<file path="src/rtl/sblit_pkg.sv">
package sblit_pkg;

  // Field widths of the request and result items.
  localparam int unsigned POS_X_W  = 11;
  localparam int unsigned POS_Y_W  = 8;
  localparam int unsigned WIDTH_W  = 10;
  localparam int unsigned HEIGHT_W = 8;
  localparam int unsigned ROW_W    = 8;
  localparam int unsigned STATUS_W = 2;
  localparam int unsigned DEST_W   = 17;
  localparam int unsigned SRC_W    = 18;

  // One chunk is eight bytes, one byte per pixel.
  localparam int unsigned CHUNK_BYTES = 8;

  // Signed screen column wide enough for pos_x + sprite_width and any visible column.
  localparam int unsigned P_W   = 12;
  // Sprite column: reaches the sprite width plus one chunk.
  localparam int unsigned COL_W = 11;
  // Screen line of the row: pos_y + row_number.
  localparam int unsigned YSUM_W   = 9;
  localparam int unsigned YSUM_MAX = (2 ** POS_Y_W - 1) + (2 ** ROW_W - 1);

  typedef enum logic [STATUS_W-1:0] {
    STATUS_COPY   = 2'd0,
    STATUS_REJECT = 2'd1,
    STATUS_EMPTY  = 2'd2
  } status_e;

  typedef struct packed {
    logic signed [POS_X_W-1:0] pos_x;
    logic [POS_Y_W-1:0]        pos_y;
    logic [WIDTH_W-1:0]        sprite_width;
    logic [HEIGHT_W-1:0]       sprite_height;
    logic [ROW_W-1:0]          row_number;
    logic                      mirror_on;
    logic                      transparent_on;
  } req_t;

  typedef struct packed {
    status_e           status;
    logic              target_select;
    logic [DEST_W-1:0] dest_offset;
    logic [SRC_W-1:0]  src_offset;
    logic              byte_reverse;
    logic              last_chunk;
  } res_t;

  // Commands from the controller to the datapath.
  typedef struct packed {
    logic load;
    logic setup;
    logic emit;
  } ctrl_cmd_t;

  // Status from the datapath to the controller.
  typedef struct packed {
    logic out_free;
    logic last;
  } dp_sts_t;

endpackage

</file>
<file path="src/rtl/sblit_if.sv">
interface sblit_req_if;
  logic                                       valid;
  logic                                       ready;
  logic signed [sblit_pkg::POS_X_W-1:0]       pos_x;
  logic [sblit_pkg::POS_Y_W-1:0]              pos_y;
  logic [sblit_pkg::WIDTH_W-1:0]              sprite_width;
  logic [sblit_pkg::HEIGHT_W-1:0]             sprite_height;
  logic [sblit_pkg::ROW_W-1:0]                row_number;
  logic                                       mirror_on;
  logic                                       transparent_on;

  modport source (
    output valid, pos_x, pos_y, sprite_width, sprite_height, row_number, mirror_on,
           transparent_on,
    input  ready
  );

  modport sink (
    input  valid, pos_x, pos_y, sprite_width, sprite_height, row_number, mirror_on,
           transparent_on,
    output ready
  );
endinterface

interface sblit_cmd_if;
  logic                              valid;
  logic                              ready;
  logic [sblit_pkg::STATUS_W-1:0]    status;
  logic                              target_select;
  logic [sblit_pkg::DEST_W-1:0]      dest_offset;
  logic [sblit_pkg::SRC_W-1:0]       src_offset;
  logic                              byte_reverse;
  logic                              last_chunk;

  modport source (
    output valid, status, target_select, dest_offset, src_offset, byte_reverse, last_chunk,
    input  ready
  );

  modport sink (
    input  valid, status, target_select, dest_offset, src_offset, byte_reverse, last_chunk,
    output ready
  );
endinterface

</file>
<file path="src/rtl/sprite_chunk_blit_address_gen.sv">
// Sprite row blitter address generator.
// A request on req_i names one row of a sprite: position, size, row number,
// mirror and transparency flags. The block answers on cmd_o with the 8-byte
// chunk copy commands for that row, left to right in screen order, one per
// transfer; the final one carries last_chunk. A sprite with pos_x + width below
// zero or pos_x above SCREEN_PIXELS gives a single rejected result, and a row
// outside the sprite or with no visible chunk gives a single empty-row result.
// Timing: a request is taken only while no row is in progress. In the cycle after
// the transfer the row setup runs (line and source multiplies), then one command
// is loaded into the output register per cycle while that register can take it.
// The first command becomes valid from the output register after the setup step,
// and a row gives n commands, with n from 1 to SCREEN_PIXELS/8 + 1.
// When the receiver stalls, the output register holds its command and the
// sequencer waits. The next request may be taken while the final command of
// the previous row is still waiting in the output register.
// Reset clears the sequencer and the output valid; nothing else needs clearing.
module sprite_chunk_blit_address_gen #(
  parameter int unsigned SCREEN_PIXELS = 320,
  parameter int unsigned ROW_MARGIN    = 16,
  parameter int unsigned TABLE_BYTES   = 512
) (
  input  logic        clk_i,
  input  logic        rst_ni,
  sblit_req_if.sink   req_i,
  sblit_cmd_if.source cmd_o
);

  sblit_pkg::req_t      req;
  sblit_pkg::res_t      res;
  sblit_pkg::ctrl_cmd_t cmd;
  sblit_pkg::dp_sts_t   sts;
  logic                 req_ready;
  logic                 out_valid;

  assign req.pos_x          = req_i.pos_x;
  assign req.pos_y          = req_i.pos_y;
  assign req.sprite_width   = req_i.sprite_width;
  assign req.sprite_height  = req_i.sprite_height;
  assign req.row_number     = req_i.row_number;
  assign req.mirror_on      = req_i.mirror_on;
  assign req.transparent_on = req_i.transparent_on;
  assign req_i.ready        = req_ready;

  sblit_ctrl u_ctrl (
    .clk_i       (clk_i),
    .rst_ni      (rst_ni),
    .req_valid_i (req_i.valid),
    .req_ready_o (req_ready),
    .sts_i       (sts),
    .cmd_o       (cmd)
  );

  sblit_dp #(
    .SCREEN_PIXELS (SCREEN_PIXELS),
    .ROW_MARGIN    (ROW_MARGIN),
    .TABLE_BYTES   (TABLE_BYTES)
  ) u_dp (
    .clk_i       (clk_i),
    .rst_ni      (rst_ni),
    .req_i       (req),
    .cmd_i       (cmd),
    .sts_o       (sts),
    .out_valid_o (out_valid),
    .out_ready_i (cmd_o.ready),
    .out_o       (res)
  );

  assign cmd_o.valid         = out_valid;
  assign cmd_o.status        = res.status;
  assign cmd_o.target_select = res.target_select;
  assign cmd_o.dest_offset   = res.dest_offset;
  assign cmd_o.src_offset    = res.src_offset;
  assign cmd_o.byte_reverse  = res.byte_reverse;
  assign cmd_o.last_chunk    = res.last_chunk;

`ifndef SYNTHESIS
  // A request starts a row; the block does not take another in the next cycle.
  assert property (@(posedge clk_i) disable iff (!rst_ni)
    req_i.valid && req_i.ready |=> !req_i.ready)
    else $error("request taken while a row setup is pending");

  // A rejected or empty row is a single result.
  assert property (@(posedge clk_i) disable iff (!rst_ni)
    cmd_o.valid && (cmd_o.status != sblit_pkg::STATUS_COPY) |-> cmd_o.last_chunk)
    else $error("non-copy result without last mark");

  // Results other than copies carry no addresses.
  assert property (@(posedge clk_i) disable iff (!rst_ni)
    cmd_o.valid && (cmd_o.status != sblit_pkg::STATUS_COPY)
    |-> (cmd_o.dest_offset == '0) && (cmd_o.src_offset == '0)
        && !cmd_o.target_select && !cmd_o.byte_reverse)
    else $error("non-copy result carries address fields");
`endif

endmodule

</file>
<file path="src/rtl/sblit_dp.sv">
module sblit_dp #(
  parameter int unsigned SCREEN_PIXELS = 320,
  parameter int unsigned ROW_MARGIN    = 16,
  parameter int unsigned TABLE_BYTES   = 512
) (
  input  logic                  clk_i,
  input  logic                  rst_ni,
  input  sblit_pkg::req_t       req_i,
  input  sblit_pkg::ctrl_cmd_t  cmd_i,
  output sblit_pkg::dp_sts_t    sts_o,
  output logic                  out_valid_o,
  input  logic                  out_ready_i,
  output sblit_pkg::res_t       out_o
);

  localparam int unsigned Pitch     = SCREEN_PIXELS + ROW_MARGIN;
  localparam int unsigned ChunkCap  = SCREEN_PIXELS / sblit_pkg::CHUNK_BYTES + 1;
  localparam int unsigned CntW      = $clog2(ChunkCap + 1);
  localparam int unsigned LineMax   = TABLE_BYTES + sblit_pkg::YSUM_MAX * Pitch
                                      + sblit_pkg::CHUNK_BYTES;
  localparam int unsigned LineW     = $clog2(LineMax + 1);
  localparam int unsigned DestSumW  = ((LineW > sblit_pkg::DEST_W) ? LineW
                                       : sblit_pkg::DEST_W) + 1;
  localparam int unsigned SrcCalcW  = sblit_pkg::SRC_W + 2;
  localparam int unsigned RwProdW   = sblit_pkg::ROW_W + 1 + sblit_pkg::WIDTH_W;
  localparam int unsigned PW        = sblit_pkg::P_W;
  localparam int unsigned ColW      = sblit_pkg::COL_W;

  sblit_pkg::req_t          req_q;
  logic [LineW-1:0]         line_q, line_d;
  logic [sblit_pkg::SRC_W-1:0] rw_q, rw_d;
  logic [ColW-1:0]          col_q, col_init;
  logic signed [PW-1:0]     p_q, p_init;
  logic [CntW-1:0]          cnt_q;
  logic                     reject_q, reject_d;
  logic                     empty_q, empty_d;
  logic                     out_valid_q;
  sblit_pkg::res_t          out_q, res_d;

  // Setup terms, from the captured request.
  logic signed [PW-1:0]     x_ext, xw_sum, neg_x;
  logic                     left_clip;
  logic [sblit_pkg::YSUM_W-1:0] ysum;
  logic [sblit_pkg::ROW_W:0]    row_f;
  logic [RwProdW-1:0]       rw_prod;

  // Per-chunk terms.
  logic signed [DestSumW-1:0] dest_sum;
  logic signed [SrcCalcW-1:0] src_m;
  logic [sblit_pkg::SRC_W-1:0] src_val;
  logic signed [PW:0]       p_right;
  logic [ColW-1:0]          col_next;
  logic                     at_edge, last;

  always_comb begin
    x_ext     = PW'(req_q.pos_x);
    xw_sum    = x_ext + $signed(PW'(req_q.sprite_width));
    neg_x     = -x_ext;
    left_clip = x_ext < -$signed(PW'(sblit_pkg::CHUNK_BYTES));
    reject_d  = (xw_sum < 0) || (x_ext > $signed(PW'(SCREEN_PIXELS)));
    // When pos_x < -CHUNK_BYTES, skip whole chunks that lie left of the screen.
    col_init  = left_clip ? (neg_x[ColW-1:0] & ~ColW'(sblit_pkg::CHUNK_BYTES - 1)) : '0;
    p_init    = x_ext + $signed(PW'(col_init));
    empty_d   = (req_q.row_number >= req_q.sprite_height)
                || (col_init >= ColW'(req_q.sprite_width));
    ysum      = sblit_pkg::YSUM_W'(req_q.pos_y) + sblit_pkg::YSUM_W'(req_q.row_number);
    line_d    = LineW'(TABLE_BYTES + sblit_pkg::CHUNK_BYTES)
                + LineW'(ysum) * LineW'(Pitch);
    // A mirrored row is read back from the end of the row, (row + 1) * width.
    row_f     = (sblit_pkg::ROW_W + 1)'(req_q.row_number)
                + (sblit_pkg::ROW_W + 1)'(req_q.mirror_on);
    rw_prod   = RwProdW'(row_f) * RwProdW'(req_q.sprite_width);
    rw_d      = rw_prod[sblit_pkg::SRC_W-1:0];
  end

  always_comb begin
    dest_sum = $signed(DestSumW'(line_q)) + DestSumW'(p_q);
    src_m    = $signed(SrcCalcW'(rw_q)) - $signed(SrcCalcW'(col_q))
               - $signed(SrcCalcW'(sblit_pkg::CHUNK_BYTES));
    if (req_q.mirror_on) begin
      src_val = (src_m < 0) ? '0 : src_m[sblit_pkg::SRC_W-1:0];
    end else begin
      src_val = rw_q + sblit_pkg::SRC_W'(col_q);
    end
    p_right  = (PW + 1)'(p_q) + $signed((PW + 1)'(sblit_pkg::CHUNK_BYTES));
    at_edge  = p_right > $signed((PW + 1)'(SCREEN_PIXELS));
    col_next = col_q + ColW'(sblit_pkg::CHUNK_BYTES);
    last     = reject_q || empty_q || at_edge
               || (col_next >= ColW'(req_q.sprite_width))
               || (cnt_q == CntW'(ChunkCap - 1));

    res_d = '0;
    res_d.last_chunk = 1'b1;
    if (reject_q) begin
      res_d.status = sblit_pkg::STATUS_REJECT;
    end else if (empty_q) begin
      res_d.status = sblit_pkg::STATUS_EMPTY;
    end else begin
      res_d.status        = sblit_pkg::STATUS_COPY;
      res_d.target_select = req_q.transparent_on;
      res_d.dest_offset   = dest_sum[sblit_pkg::DEST_W-1:0];
      res_d.src_offset    = src_val;
      res_d.byte_reverse  = req_q.mirror_on;
      res_d.last_chunk    = last;
    end
  end

  always_ff @(posedge clk_i) begin
    if (cmd_i.load) begin
      req_q <= req_i;
    end
    if (cmd_i.setup) begin
      line_q   <= line_d;
      rw_q     <= rw_d;
      col_q    <= col_init;
      p_q      <= p_init;
      cnt_q    <= '0;
      reject_q <= reject_d;
      empty_q  <= empty_d;
    end else if (cmd_i.emit) begin
      col_q <= col_next;
      p_q   <= p_q + $signed(PW'(sblit_pkg::CHUNK_BYTES));
      cnt_q <= cnt_q + CntW'(1);
    end
    if (cmd_i.emit) begin
      out_q <= res_d;
    end
  end

  always_ff @(posedge clk_i or negedge rst_ni) begin
    if (!rst_ni) begin
      out_valid_q <= 1'b0;
    end else if (cmd_i.emit) begin
      out_valid_q <= 1'b1;
    end else if (out_ready_i) begin
      out_valid_q <= 1'b0;
    end
  end

  assign sts_o.out_free = !out_valid_q || out_ready_i;
  assign sts_o.last     = last;
  assign out_valid_o    = out_valid_q;
  assign out_o          = out_q;

endmodule

</file>
<file path="src/rtl/sblit_ctrl.sv">
module sblit_ctrl (
  input  logic                 clk_i,
  input  logic                 rst_ni,
  input  logic                 req_valid_i,
  output logic                 req_ready_o,
  input  sblit_pkg::dp_sts_t   sts_i,
  output sblit_pkg::ctrl_cmd_t cmd_o
);

  localparam logic [1:0] StIdle  = 2'd0;
  localparam logic [1:0] StSetup = 2'd1;
  localparam logic [1:0] StRun   = 2'd2;

  logic [1:0] state_q, state_d;

  always_comb begin
    state_d     = state_q;
    req_ready_o = 1'b0;
    cmd_o       = '0;
    unique case (state_q)
      StIdle: begin
        req_ready_o = 1'b1;
        if (req_valid_i) begin
          cmd_o.load = 1'b1;
          state_d    = StSetup;
        end
      end
      StSetup: begin
        cmd_o.setup = 1'b1;
        state_d     = StRun;
      end
      StRun: begin
        // One result per cycle while the output register can take it.
        if (sts_i.out_free) begin
          cmd_o.emit = 1'b1;
          if (sts_i.last) begin
            state_d = StIdle;
          end
        end
      end
      default: begin
        state_d = StIdle;
      end
    endcase
  end

  always_ff @(posedge clk_i or negedge rst_ni) begin
    if (!rst_ni) begin
      state_q <= StIdle;
    end else begin
      state_q <= state_d;
    end
  end

endmodule
</file>
<file path="src/flat_wrapper.sv">
// flat-port wrapper written by rule: the top's interface ports become plain ports
module sprite_chunk_blit_address_gen_flat 
#(
  parameter int unsigned SCREEN_PIXELS = 320,
  parameter int unsigned ROW_MARGIN    = 16,
  parameter int unsigned TABLE_BYTES   = 512
)
  (clk_i, rst_ni, req_i_valid, req_i_pos_x, req_i_pos_y, req_i_sprite_width, req_i_sprite_height, req_i_row_number, req_i_mirror_on, req_i_transparent_on, req_i_ready, cmd_o_valid, cmd_o_status, cmd_o_target_select, cmd_o_dest_offset, cmd_o_src_offset, cmd_o_byte_reverse, cmd_o_last_chunk, cmd_o_ready);
  sblit_req_if req_i_i ();
  sblit_cmd_if cmd_o_i ();
  input  logic clk_i;
  input  logic rst_ni;
  input wire logic [$bits(req_i_i.valid)-1:0] req_i_valid;
  input wire logic [$bits(req_i_i.pos_x)-1:0] req_i_pos_x;
  input wire logic [$bits(req_i_i.pos_y)-1:0] req_i_pos_y;
  input wire logic [$bits(req_i_i.sprite_width)-1:0] req_i_sprite_width;
  input wire logic [$bits(req_i_i.sprite_height)-1:0] req_i_sprite_height;
  input wire logic [$bits(req_i_i.row_number)-1:0] req_i_row_number;
  input wire logic [$bits(req_i_i.mirror_on)-1:0] req_i_mirror_on;
  input wire logic [$bits(req_i_i.transparent_on)-1:0] req_i_transparent_on;
  output wire logic [$bits(req_i_i.ready)-1:0] req_i_ready;
  output wire logic [$bits(cmd_o_i.valid)-1:0] cmd_o_valid;
  output wire logic [$bits(cmd_o_i.status)-1:0] cmd_o_status;
  output wire logic [$bits(cmd_o_i.target_select)-1:0] cmd_o_target_select;
  output wire logic [$bits(cmd_o_i.dest_offset)-1:0] cmd_o_dest_offset;
  output wire logic [$bits(cmd_o_i.src_offset)-1:0] cmd_o_src_offset;
  output wire logic [$bits(cmd_o_i.byte_reverse)-1:0] cmd_o_byte_reverse;
  output wire logic [$bits(cmd_o_i.last_chunk)-1:0] cmd_o_last_chunk;
  input wire logic [$bits(cmd_o_i.ready)-1:0] cmd_o_ready;
  assign req_i_i.valid = req_i_valid;
  assign req_i_i.pos_x = req_i_pos_x;
  assign req_i_i.pos_y = req_i_pos_y;
  assign req_i_i.sprite_width = req_i_sprite_width;
  assign req_i_i.sprite_height = req_i_sprite_height;
  assign req_i_i.row_number = req_i_row_number;
  assign req_i_i.mirror_on = req_i_mirror_on;
  assign req_i_i.transparent_on = req_i_transparent_on;
  assign req_i_ready = req_i_i.ready;
  assign cmd_o_valid = cmd_o_i.valid;
  assign cmd_o_status = cmd_o_i.status;
  assign cmd_o_target_select = cmd_o_i.target_select;
  assign cmd_o_dest_offset = cmd_o_i.dest_offset;
  assign cmd_o_src_offset = cmd_o_i.src_offset;
  assign cmd_o_byte_reverse = cmd_o_i.byte_reverse;
  assign cmd_o_last_chunk = cmd_o_i.last_chunk;
  assign cmd_o_i.ready = cmd_o_ready;
  sprite_chunk_blit_address_gen #(.SCREEN_PIXELS(SCREEN_PIXELS), .ROW_MARGIN(ROW_MARGIN), .TABLE_BYTES(TABLE_BYTES)) u_core (.clk_i(clk_i), .rst_ni(rst_ni), .req_i(req_i_i), .cmd_o(cmd_o_i));
endmodule
</file>
<file path="config.mk">
export PLATFORM = sky130hd
export DESIGN_NAME = sprite_chunk_blit_address_gen_flat
export DESIGN_NICKNAME = d
export VERILOG_FILES = /design/src/rtl/sblit_pkg.sv /design/src/rtl/sblit_if.sv /design/src/rtl/sprite_chunk_blit_address_gen.sv /design/src/rtl/sblit_dp.sv /design/src/rtl/sblit_ctrl.sv /design/src/flat_wrapper.sv
export SDC_FILE = /design/constraint.sdc
export NUM_CORES = 1
export LEC_CHECK = 0
export ABC_AREA = 1
export ABC_CLOCK_PERIOD_IN_PS = 5500
export CORE_MARGIN = 3
export CORE_UTILIZATION = 59
export DETAILED_ROUTE_END_ITERATION = 12
export DONT_BUFFER_PORTS = 1
export PLACE_DENSITY = 0.88
export RECOVER_POWER = 50
export SLEW_MARGIN = 25
export SYNTH_ARGS = -nofsm -noshare
export SYNTH_HDL_FRONTEND = slang
export SYNTH_HIERARCHICAL = 1
export SYNTH_SLANG_ARGS = --single-unit
</file>
<file path="constraint.sdc">
create_clock -name clk_i -period 5.5 [get_ports clk_i]
set_input_delay 0.275 -clock clk_i [delete_from_list [all_inputs] [get_ports clk_i]]
set_output_delay 0.275 -clock clk_i [all_outputs]
set_load 0.02 [all_outputs]
</file>
==> metrics.md <==
| Metric | Value |
|---|---|
| Outcome | `finished with violations` |
| Failing checks | `max-capacitance violations, max-slew violations` |
| HPWL after DPL | `23.7 mm` |
| Clk_lat worst skew | `0.44 ns` |
| Final hold violation count | `0` |
| Post-Synth XOR/XNOR Area | `around 4.4%` |
| Vias per std cell | `around 5.7` |
| Total congestion overflow | `0` |
| CP max-delay cell | `fa_1` |
| Largest family of logic cells by synthesized area | `adder cells` |
| Vias in the first global route | `between 10000 and 15000` |
| Share of the synthesized area in the top cell type | `about a third` |
| Area contributors post-synth | `edfxtp_1 33%, ha_1 14%, fa_1 9.8%, nand2_1 8.6%, inv_1 8.2%` |
| Final setup viols | `0` |
| CP bufs+invs | `5` |
| All-Layer GR Usage | `27.2%` |
| # DRC | `0` |
| Layout area overhead | `11.9%` |
| CTS H-Tree Depth | `4` |
| Largest stage delay, worst path | `approximately 0.54 ns` |
| Final Critical Period | `roughly 5.3 ns` |
| Core area | `21200 µm²` |
| Hold Path Class | `in2reg` |
| Die W | `154 µm` |
| Final wirelength | `32.1 mm` |
| Ports | `93` |
| Slew margin rel. | `-77.2%` |
| CP Cell Sequence | `ha_2, nand3_1, nor2_1, nand2_1, nor2_1, inv_1, o21ai_0, nand2_1, inv_2, nand2_1, fa_1, fa_1, inv_1, fa_1, inv_1, fa_1, inv_1, ha_2, a21oi_1, o21a_1, nand2_2, a21boi_4, o41ai_4, xor2_1` |
| Placed insts | `1788` |
| Simple-gate portion of the synthesized area | `20.8%` |
| Max FO, Critical Path | `6` |
| Worst Max-Slew Pin Slew | `between 2 and 3 ns` |
| Clock skew | `between 0.01 and 0.015 ns` |
| Die span in y | `154 µm` |
| Critical Path Source Type | `flop` |
| CTS tree | `done` |
| Yosys reg bits | `149` |
| Synth cell types | `51` |
| Mapped Avg Cell Area | `8.48 µm²` |
| First DRT Iteration DRCs | `1048` |
| Max-Cap Viols | `1` |
| Worst path required time | `5.66 ns` |
| Clock Path Buffers | `2` |
| Compound-Gate Fraction of Synth Area | `roughly 7.7%` |
| Worst EP arrival | `between 5 and 6 ns` |
| Hold_sp | `cmd_o_ready` |
| I/O Buffers | `0` |
| Async S/R FF share, synth | `2.01%` |
| Fin area | `14400 µm²` |
| Synth Flop Type | `edfxtp_1` |
| Gpl congestion | `0.966` |
| Sequential element share of the synthesized area | `34.1%` |
| Crit Path Category | `reg2reg` |
| Die ar. | `around 24000 µm²` |
| Starting Density | `60.7%` |
| Post-synthesis cell count | `1519` |
| Mux share of post-synthesis cell area | `0.0777%` |
| Synth warnings | `6` |
| First drt pass iteration count | `5` |
| Largest net degree at the start of global routing | `68` |
| Synth Cell Area | `12900 µm²` |
| Routed len/inst | `roughly 17 µm` |
| Max Slew Vio Count | `48` |
| Initial antenna violation count | `3` |
| TritonCTS Sinks | `149` |
| CTS Buf Count | `17` |
| Antenna-violating nets left | `0` |
| Final Non-Filler Cells | `1873` |
| Fmax | `190 MHz` |
| Synth Area in Adders | `23.9%` |
| Ratio of cells with drive above 1 in the final layout | `6.89%` |
| First-pass GRT wire length | `51.9 mm` |
| Site Rows | `between 50 and 60` |
| Largest area contributor in the netlist | `edfxtp_1` |
| Launch point of the worst reg-to-reg path | `u_core/u_dp/req_q[1]$_DFFE_PP_` |
| DR vias | `~11000` |
| Nets | `roughly 1800` |
| Largest delay share family, worst path | `adder cells` |
| Placed cell areas | `13200 µm²` |
| Clock transition at the registers of the reported paths | `0.07 ns` |
| Critical Path End Type | `flop` |
| Post-synth EDFFs | `140` |
| Critical path launch point | `u_core/u_dp/req_q[1]$_DFFE_PP_` |
| Net Count, Synth | `around 1800` |
| Post-route clock period utilization | `95.9%` |
| Root buffer cell | `clkbuf_16` |
==> registers in the layout, indices dropped and copies added (netlist names) <==
name                     cells
u_core/u_dp/cnt_q            6
u_core/u_dp/reject_q         1
u_core/u_dp/out_o           40
u_core/u_dp/out_valid_o      1
u_core/u_ctrl/state_q        2
u_core/u_dp/empty_q          1
u_core/u_dp/rw_q            18
u_core/u_dp/p_q             12
u_core/u_dp/line_q          13
u_core/u_dp/req_q           47
u_core/u_dp/col_q            8
==> path summary, 6_finish.rpt <==
check / endpoint / cells after the start / slack, ns
worst min register to register: u_core/u_dp/out_o[38]$_SDFFCE_PP1P_ / 0 / 0.50
worst max register to register: u_core/u_dp/rw_q[17]$_DFFE_PP_ / 24 / 0.23
min in group asynchronous: u_core/u_dp/out_valid_o$_DFFE_PN0P_ / 1 / 0.10
worst max-delay path: u_core/u_dp/rw_q[17]$_DFFE_PP_ / 24 / 0.23
max in group asynchronous: u_core/u_ctrl/state_q[1]$_DFFE_PN0P_ / 1 / 5.26
worst min-delay path: u_core/u_dp/out_valid_o$_DFFE_PN0P_ / 3 / 0.05
==> cells in the mapped netlist, types with 2 or more instances <==
library cell,number
nor3_1,15
dfrtp_1,3
xnor2_1,23
o21a_1,6
o21ai_0,48
xor2_1,38
clkbuf_1,10
ha_1,145
nor2_1,156
and3_2,2
o22ai_1,2
buf_2,2
nand3b_1,4
edfxtp_1,140
a21oi_1,88
nand2_2,14
nor2_4,3
nand3_2,4
a21oi_2,2
o21bai_1,10
nor2_2,6
inv_1,283
inv_2,5
nand4_1,23
a21o_1,5
nand3_4,2
or2_2,7
a21boi_0,2
nor3b_1,2
fa_1,63
dfxtp_1,6
a211oi_1,3
nand2_1,294
buf_6,2
nand3_1,84
o211ai_1,2
==> cell usage in the layout (no fill, tap or decap), types with 38 or more instances in the layout <==
| master | count |
|---|---|
| inv_1 | 282 |
| ha_1 | 141 |
| nor2_1 | 150 |
| nand3_1 | 84 |
| edfxtp_1 | 140 |
| xor2_1 | 38 |
| a21oi_1 | 85 |
| nand2_1 | 292 |
| o21ai_0 | 46 |
| fa_1 | 63 |
| dlygate4sd3_1 | 49 |
==> what timing repair did <==
item,in CTS,in global routing
pin swaps,0,6
cloned,0,0
hold endpoints to repair,51,0
hold buffers,49,0
setup endpoints to repair,3,6
setup buffers,0,3
resized for setup,4,23
==> metrics by stage <==
stage               TNS (ns)  hold slack [ns]  setup WS, ns  util, %
floorplan                  0          -0.0206         0.344        -
global placement           0          -0.0205        0.0992     62.3
detailed placement    -0.311          -0.0205        -0.106     62.3
CTS                        0           0.0439        0.0543     67.4
global route         -0.0530           0.0612       -0.0209     67.9
finish                     0           0.0532         0.228     68.0
==> routing by layer <==
| metal | global-route usage, % | wire length (µm) | vias to the layer above |
|---|---|---|---|
| met5 | 0 | 7 | - |
| met2 | 45.0 | 15200 | 583 |
| li1 | - | - | 5068 |
| met3 | 6.39 | 3070 | 91 |
| met1 | 34.5 | 12700 | 4961 |
| met4 | 11.6 | 1110 | 2 |
==> area by class of cell <==
cell class / count / area [µm²]
multi-input combinational: 1065 / 7430
antenna: 2 / 5.00
inverter: 290 / 1090
tap: 275 / 344
fill: 1575 / 6800
timing repair buffer: 61 / 577
clock inverter: 14 / 149
clock buffer: 17 / 425
sequential: 149 / 4400
==> worst reg2reg max path, cell delays in order (launching register included) <==
cell	delay, ns
edfxtp_1	0.38
ha_2	0.20
nand3_1	0.13
nor2_1	0.12
nand2_1	0.08
nor2_1	0.13
inv_1	0.09
o21ai_0	0.16
nand2_1	0.11
inv_2	0.09
nand2_1	0.07
fa_1	0.48
fa_1	0.54
inv_1	0.05
fa_1	0.53
inv_1	0.06
fa_1	0.52
inv_1	0.04
ha_2	0.32
a21oi_1	0.17
o21a_1	0.16
nand2_2	0.09
a21boi_4	0.23
o41ai_4	0.09
xor2_1	0.16
==> cell families after synthesis <==
family / count (synthesis)
AOI/OAI and AO/OA: 176
DFF: 149
muxes: 1
xor gates and xnor gates: 62
buffers and inverters: 305
and+or+nand+nor: 618
adders and majority gates: 208
Power is left out: the tool's default activity adds up to more than one toggle a clock period on the data nets, which glitch-free logic cannot reach.
